## src/rtl/dsky_pkg.sv

```systemverilog
package dsky_pkg;

	typedef logic [3:0] char_t;
	typedef logic [1:0] sign_t;
	typedef logic [3:0] relay_t;

	localparam char_t BLANK_CH = 4'd15;

	localparam sign_t SIGN_BLANK = 2'd0;
	localparam sign_t SIGN_PLUS  = 2'd1;
	localparam sign_t SIGN_MINUS = 2'd2;

	localparam relay_t RELAY_R3_LO  = 4'd1;
	localparam relay_t RELAY_R3_HI  = 4'd2;
	localparam relay_t RELAY_R2R3   = 4'd3;
	localparam relay_t RELAY_R2_LO  = 4'd4;
	localparam relay_t RELAY_R2_HI  = 4'd5;
	localparam relay_t RELAY_R1_LO  = 4'd6;
	localparam relay_t RELAY_R1_MID = 4'd7;
	localparam relay_t RELAY_R1_TOP = 4'd8;
	localparam relay_t RELAY_NOUN   = 4'd9;
	localparam relay_t RELAY_VERB   = 4'd10;
	localparam relay_t RELAY_PROG   = 4'd11;

	localparam logic [7:0]  PAIR_BLANK = {BLANK_CH, BLANK_CH};
	localparam logic [19:0] REG_BLANK  = {BLANK_CH, BLANK_CH, BLANK_CH, BLANK_CH, BLANK_CH};

	// Maps a five-bit segment pattern to its digit; any other pattern is blank.
	function automatic char_t seg_to_char(input logic [4:0] code);
		char_t ch;
		case (code)
			5'd21: ch = 4'd0;
			5'd3:  ch = 4'd1;
			5'd25: ch = 4'd2;
			5'd27: ch = 4'd3;
			5'd15: ch = 4'd4;
			5'd30: ch = 4'd5;
			5'd28: ch = 4'd6;
			5'd19: ch = 4'd7;
			5'd29: ch = 4'd8;
			5'd31: ch = 4'd9;
			default: ch = BLANK_CH;
		endcase
		return ch;
	endfunction

	// A set sign bit forces the relay's sign; a clear one blanks it only if it shows that sign.
	function automatic sign_t upd_sign(input sign_t cur, input logic set, input sign_t which);
		sign_t nxt;
		if (set) begin
			nxt = which;
		end else if (cur == which) begin
			nxt = SIGN_BLANK;
		end else begin
			nxt = cur;
		end
		return nxt;
	endfunction

endpackage

```

## src/rtl/dsky_relay_word_display_decoder.sv

```systemverilog
// Display relay word decoder. Each input transfer carries one relay word that has
// already been split into its relay select (in tuser), a sign bit and two five-bit
// segment codes (in tdata). The segment codes are turned into digits 0-9, or blank
// (15) for any pattern that is not a digit, and the relay select decides which of
// the program, verb and noun digit pairs or which register digits receive them;
// the register relays except R1_TOP and R2R3 also set or clear their register's
// sign. Every input gives exactly one output transfer: a shown flag in tuser (clear
// for the lamp relay and unused relay numbers, which leave the display alone) and
// the complete display state after the update in tdata. An item is captured into
// an input register, decoded by a single level of lookup and selection logic, and
// lands in the output register; one item is taken per cycle as long as the output
// side keeps accepting. The held display state is updated in the same cycle the
// item moves into the output register, so a stall on the output side simply holds
// the input register and back-pressures the input.
// Reset blanks every digit and sign.
module dsky_relay_word_display_decoder
	import dsky_pkg::*;
(
	input  logic        clk,
	input  logic        arst_n,
	input  logic        s_axis_tvalid,
	output logic        s_axis_tready,
	// Bits from the lowest: sign_bit[0], left_code[5:1], right_code[10:6], zero fill.
	input  logic [15:0] s_axis_tdata,
	// Bits from the lowest: relay_select[3:0].
	input  logic [3:0]  s_axis_tuser,
	output logic        m_axis_tvalid,
	input  logic        m_axis_tready,
	// Bits from the lowest: prog_digits[7:0], verb_digits[15:8], noun_digits[23:16],
	// reg1_sign[25:24], reg1_digits[45:26], reg2_sign[47:46], reg2_digits[67:48],
	// reg3_sign[69:68], reg3_digits[89:70], zero fill.
	output logic [95:0] m_axis_tdata,
	// Bits from the lowest: shown[0].
	output logic [0:0]  m_axis_tuser
);

	// Input register.
	logic        valid_s1;
	relay_t      relay_s1;
	logic        sign_bit_s1;
	logic [4:0]  left_code_s1;
	logic [4:0]  right_code_s1;

	// Held display state.
	logic [7:0]  prog_q, verb_q, noun_q;
	sign_t       reg1_sign_q, reg2_sign_q, reg3_sign_q;
	logic [19:0] reg1_q, reg2_q, reg3_q;

	// Output register.
	logic        out_valid_q;
	logic [95:0] out_data_q;
	logic        out_shown_q;

	// Next display state and shown flag for the item in the input register.
	logic [7:0]  prog_d, verb_d, noun_d;
	sign_t       reg1_sign_d, reg2_sign_d, reg3_sign_d;
	logic [19:0] reg1_d, reg2_d, reg3_d;
	logic        shown_d;
	char_t       lc, rc;

	logic        advance;
	logic        take_in;

	// The item in the input register moves on when the output register is empty or
	// is being emptied in this cycle.
	assign advance       = valid_s1 && (!out_valid_q || m_axis_tready);
	assign s_axis_tready = !valid_s1 || advance;
	assign take_in       = s_axis_tvalid && s_axis_tready;

	always_ff @(posedge clk or negedge arst_n) begin
		if (!arst_n) begin
			valid_s1 <= 1'b0;
		end else if (take_in) begin
			valid_s1 <= 1'b1;
		end else if (advance) begin
			valid_s1 <= 1'b0;
		end
	end

	always_ff @(posedge clk) begin
		if (take_in) begin
			relay_s1      <= s_axis_tuser;
			sign_bit_s1   <= s_axis_tdata[0];
			left_code_s1  <= s_axis_tdata[5:1];
			right_code_s1 <= s_axis_tdata[10:6];
		end
	end

	assign lc = seg_to_char(left_code_s1);
	assign rc = seg_to_char(right_code_s1);

	// Register digit positions run from the top nibble (leftmost) down.
	always_comb begin
		prog_d      = prog_q;
		verb_d      = verb_q;
		noun_d      = noun_q;
		reg1_sign_d = reg1_sign_q;
		reg2_sign_d = reg2_sign_q;
		reg3_sign_d = reg3_sign_q;
		reg1_d      = reg1_q;
		reg2_d      = reg2_q;
		reg3_d      = reg3_q;
		shown_d     = 1'b1;
		case (relay_s1)
			RELAY_PROG: prog_d = {lc, rc};
			RELAY_VERB: verb_d = {lc, rc};
			RELAY_NOUN: noun_d = {lc, rc};
			RELAY_R1_TOP: begin
				reg1_d[19:16] = rc;
			end
			RELAY_R1_MID: begin
				reg1_d[15:8] = {lc, rc};
				reg1_sign_d  = upd_sign(reg1_sign_q, sign_bit_s1, SIGN_PLUS);
			end
			RELAY_R1_LO: begin
				reg1_d[7:0] = {lc, rc};
				reg1_sign_d = upd_sign(reg1_sign_q, sign_bit_s1, SIGN_MINUS);
			end
			RELAY_R2_HI: begin
				reg2_d[19:12] = {lc, rc};
				reg2_sign_d   = upd_sign(reg2_sign_q, sign_bit_s1, SIGN_PLUS);
			end
			RELAY_R2_LO: begin
				reg2_d[11:4] = {lc, rc};
				reg2_sign_d  = upd_sign(reg2_sign_q, sign_bit_s1, SIGN_MINUS);
			end
			RELAY_R2R3: begin
				reg2_d[3:0]   = lc;
				reg3_d[19:16] = rc;
			end
			RELAY_R3_HI: begin
				reg3_d[15:8] = {lc, rc};
				reg3_sign_d  = upd_sign(reg3_sign_q, sign_bit_s1, SIGN_PLUS);
			end
			RELAY_R3_LO: begin
				reg3_d[7:0] = {lc, rc};
				reg3_sign_d = upd_sign(reg3_sign_q, sign_bit_s1, SIGN_MINUS);
			end
			default: shown_d = 1'b0;
		endcase
	end

	always_ff @(posedge clk or negedge arst_n) begin
		if (!arst_n) begin
			prog_q      <= PAIR_BLANK;
			verb_q      <= PAIR_BLANK;
			noun_q      <= PAIR_BLANK;
			reg1_sign_q <= SIGN_BLANK;
			reg2_sign_q <= SIGN_BLANK;
			reg3_sign_q <= SIGN_BLANK;
			reg1_q      <= REG_BLANK;
			reg2_q      <= REG_BLANK;
			reg3_q      <= REG_BLANK;
		end else if (advance) begin
			prog_q      <= prog_d;
			verb_q      <= verb_d;
			noun_q      <= noun_d;
			reg1_sign_q <= reg1_sign_d;
			reg2_sign_q <= reg2_sign_d;
			reg3_sign_q <= reg3_sign_d;
			reg1_q      <= reg1_d;
			reg2_q      <= reg2_d;
			reg3_q      <= reg3_d;
		end
	end

	always_ff @(posedge clk or negedge arst_n) begin
		if (!arst_n) begin
			out_valid_q <= 1'b0;
		end else if (advance) begin
			out_valid_q <= 1'b1;
		end else if (m_axis_tready) begin
			out_valid_q <= 1'b0;
		end
	end

	always_ff @(posedge clk) begin
		if (advance) begin
			out_shown_q <= shown_d;
			out_data_q  <= {6'd0, reg3_d, reg3_sign_d, reg2_d, reg2_sign_d,
				reg1_d, reg1_sign_d, noun_d, verb_d, prog_d};
		end
	end

	assign m_axis_tvalid = out_valid_q;
	assign m_axis_tdata  = out_data_q;
	assign m_axis_tuser  = out_shown_q;

endmodule

```

## config.mk

```make
export PLATFORM = sky130hd
export DESIGN_NAME = dsky_relay_word_display_decoder
export DESIGN_NICKNAME = d
export VERILOG_FILES = /design/src/rtl/dsky_pkg.sv /design/src/rtl/dsky_relay_word_display_decoder.sv
export SDC_FILE = /design/constraint.sdc
export NUM_CORES = 1
export LEC_CHECK = 0
export BUFFER_PORTS_ARGS = -buffer_cell sky130_fd_sc_hd__buf_2
export CORE_MARGIN = 5
export CORE_UTILIZATION = 25
export DETAILED_ROUTE_END_ITERATION = 10
export GPL_TIMING_DRIVEN = 1
export PLACE_DENSITY_LB_ADDON = 0.25
export SLEW_MARGIN = 20
export SYNTH_ARGS = -nofsm -noshare
export SYNTH_HDL_FRONTEND = slang
export SYNTH_SLANG_ARGS = --single-unit
```

## constraint.sdc

```tcl
create_clock -name clk -period 5.23 [get_ports clk]
set_input_delay 0.2615 -clock clk [delete_from_list [all_inputs] [get_ports clk]]
set_output_delay 0.2615 -clock clk [all_outputs]
set_load 0.02 [all_outputs]
```

==> impl_metrics.py <==
metrics = {
    "run_status": {
        "status": "complete, no violations",
    },
    "yosys": {
        "ys.flop_type": "edfxtp_1",
        "synth_cells": 591,
        "synthDistinctLibCells": 70,
        "yosysSeqAreaShare_pct": 63.5,
        "synth-edff-count": 106,
        "synthesis.area_um2": 9060,
        "ys_warn_count": 0,
        "async_reset_ff_share_pct": 44.7,
        "ys_ff_latch": 206,
        "synth_compound_area_share_pct": 5.04,
        "synth_area_per_cell_um2": 15.3,
        "synth_xor_area_share_pct": 0,
        "synth_top_family_by_area": "multiplexers",
        "synthAdderAreaFrac_pct": 0,
        "synthMuxAreaShare_pct": 21.7,
        "yosys.area_share.simple_pct": 6.80,
    },
    "grt": {
        "grt.busiest_layer": "met2",
        "grtUsageMet3_pct": 2.20,
        "grt_pass1_wl_mm": 34.1,
        "grt-ovfl-total": 0,
        "grt_pass1_vias": 5530,
        "track_usage_pct": 10.7,
        "antenna_found_initial": 0,
        "grt_max_degree": 69,
        "use_met2_pct": 17.5,
        "grt_use_met1_pct": 14.7,
    },
    "clock_tree": {
        "clockRootBuffer": "clkbuf_16",
        "cts_buffers": 25,
        "clk_pin_slew_ns": 0.06,
        "cts_tree": "done",
        "cts_sinks": 206,
        "h-tree-depth": 1,
        "worstSkewPairLatency_ns": 0.52,
        "cts_buffer_depth": 3,
    },
    "routing": {
        "viasPerCell": 4.36,
        "first_pass_iters": 4,
        "dr.first_iter.drc_count": 146,
        "vias": 5214,
        "wl_per_cell_um": 18.4,
        "drc_errors": 0,
        "ant_nets": 0,
        "drt-total-wl_mm": 22.0,
    },
    "sta": {
        "min_period_ns": 2.35,
        "period_share_pct": 44.9,
        "fin_setup_tns_ns": 0,
        "fmax_ghz": 0.426,
        "finalHoldViolations": 0,
        "maxSlewHeadroom_pct": 24.5,
        "tightest_slew_ns": 1.13,
        "setup_viol": 0,
        "grt_setup_unrepaired": "no",
        "skew_ns": 0.0128,
        "final-max-slew-violation-count": 0,
    },
    "floorplan": {
        "dieArea_um2": 40100,
        "ios": 123,
        "die_w_um": 200,
        "core_area_um2": 35700,
        "initial_core_util_pct": 25.4,
        "die_y_um": 200,
        "rows": 69,
    },
    "final_layout": {
        "layout.area.seq_um2": 5750,
        "final_nets": 740,
        "fin_area_um2": 11000,
        "stdcell_count": 1195,
        "fillers": 3567,
        "multi_input_area_um2": 3060,
        "mostFrequentLayoutCell": "mux2_2",
        "layout-drive-gt1-share_pct": 58.0,
        "synthToLayoutAreaGrowth_pct": 21.8,
        "antenna_cells": 0,
        "final_cell_mix": "164 x mux2_2, 110 x buf_2, 106 x edfxtp_1",
    },
    "worst_setup_path": {
        "crit_required_ns": 5.67,
        "worstPathArrival_ns": 2.79,
        "crit_fanout": 68,
        "crit_family": "simple AND/OR/NAND/NOR gates",
        "end_kind": "flop",
        "cp-start-kind": "flop",
        "path_cells": "nand2b_1 > and2_4 > buf_12 > nand2_1 > mux2_2",
        "slowest_stage": "and2_4",
        "path_buf_inv": 1,
        "cp_slowest_stage_delay_ns": 0.55,
        "path_class": "reg -> reg",
    },
    "power": {
        "cellLeakagePower_nw": 4.05,
        "vdd_drop_max_mv": 0.238,
        "power.density_nw_per_um2": 480,
    },
    "worst_hold_path": {
        "worstHoldPathType": "in -> reg",
    },
    "place": {
        "gp_congestion": 0.779,
        "io_buffers": 111,
        "hpwl_mm": 13.8,
        "place_area_um2": 10100,
        "dp.cells": 1134,
    },
    "job": {
        "cap_violations": 0,
    },
}
[path summary, 6_finish.rpt]
check,startpoint,end,slack (ns),cells after the start
min reg2reg,reg2_sign_q[1]$_DFFE_PN0P_,reg2_sign_q[1]$_DFFE_PN0P_,0.57,1
max,m_axis_tvalid$_DFFE_PN0P_,reg2_q[1]$_DFFE_PN1P_,2.88,5
min,m_axis_tready,m_axis_tvalid$_DFFE_PN0P_,0.09,3
max reg2reg,m_axis_tvalid$_DFFE_PN0P_,reg2_q[1]$_DFFE_PN1P_,2.88,5
min in group asynchronous,arst_n,valid_s1$_DFFE_PN0P_,0.42,2
max in group asynchronous,arst_n,reg2_q[3]$_DFFE_PN1P_,3.82,3
[routing by layer]
metal / vias to the layer above / part of all wire, %
met5: - / 0
met4: 0 / 2.3
met3: 29 / 3.9
met2: 95 / 47
met1: 2638 / 47
li1: 2452 / -
[worst register-to-register path: cells and delay by family, from the launching register on]
kind                   cells  cell delay, ns
buffers and inverters      1            0.43
DFF                        1            0.45
muxes                      1            0.36
and+or+nand+nor            3            1.03
[cell families after synthesis]
group / after synthesis
buf+inv: 49
flops: 206
simple gates: 99
compound gates: 62
other cells: 1
mux: 174
[final cells by class]
cell class	count	area share, %
sequential	206	52.1
inverter	8	0.340
clock buffer	36	6.32
clock inverter	9	1.08
multi-input combinational	341	27.8
timing repair buffer	134	7.10
tap	461	5.23
[power by group]
group	switching, W	internal, W	leakage, nW
combinational	0.000476	0.000490	1.59
clock	0.000668	0.00107	0.396
sequential	0.000235	0.00236	2.06
total	0.00138	0.00392	4.05
[sequential cells by signal (all words and copies together) (netlist names)]
name,cells
m_axis_tdata,90
reg1_q,20
reg2_q,20
reg3_q,20
noun_q,8
prog_q,8
verb_q,8
left_code_s1,5
right_code_s1,5
lc,4
rc,4
relay_s1,4
reg1_sign_q,2
reg2_sign_q,2
reg3_sign_q,2
m_axis_tuser,1
m_axis_tvalid,1
sign_bit_s1,1
valid_s1,1
[through the flow]
| stage | power (W) | hold slack [ns] | worst slack, ns | util, % |
|---|---|---|---|---|
| 4_1_cts | 0.00540 | 0.0569 | 2.82 | 30.9 |
| 5_1_grt | 0.00558 | 0.0903 | 2.71 | 30.9 |
| 2_1_floorplan | 0.00328 | -0.0341 | 2.35 | - |
| 3_3_place_gp | 0.00359 | 0.425 | 2.84 | 28.2 |
| 6_report | 0.00530 | 0.0949 | 2.88 | 30.9 |
| 3_5_place_dp | 0.00360 | 0.426 | 2.84 | 28.2 |
[repair_timing]
| item | 4_1_cts | 5_1_grt |
|---|---|---|
| hold endpoints to repair | 21 | 0 |
| hold buffers | 16 | 0 |
| gates resized for setup | 0 | 0 |
| buffers inserted | 0 | 0 |
[Yosys cell counts (5+ instances only)]
cell / count / area, um^2
edfxtp_1: 106 / 3180
dfrtp_1: 8 / 200
clkbuf_1: 17 / 63.8
mux2_2: 164 / 1850
buf_4: 8 / 60.1
nand2b_1: 17 / 106
inv_1: 6 / 22.5
nand3_1: 6 / 30.0
a21oi_1: 12 / 60.1
dfxtp_1: 8 / 160
o21ai_0: 7 / 35.0
nor2_1: 9 / 33.8
mux2_1: 5 / 56.3
dfstp_2: 84 / 2210
o211ai_1: 7 / 52.6
buf_2: 10 / 50.1
nand2_1: 25 / 93.8
Note: power is estimated with default switching activity, not from simulation.
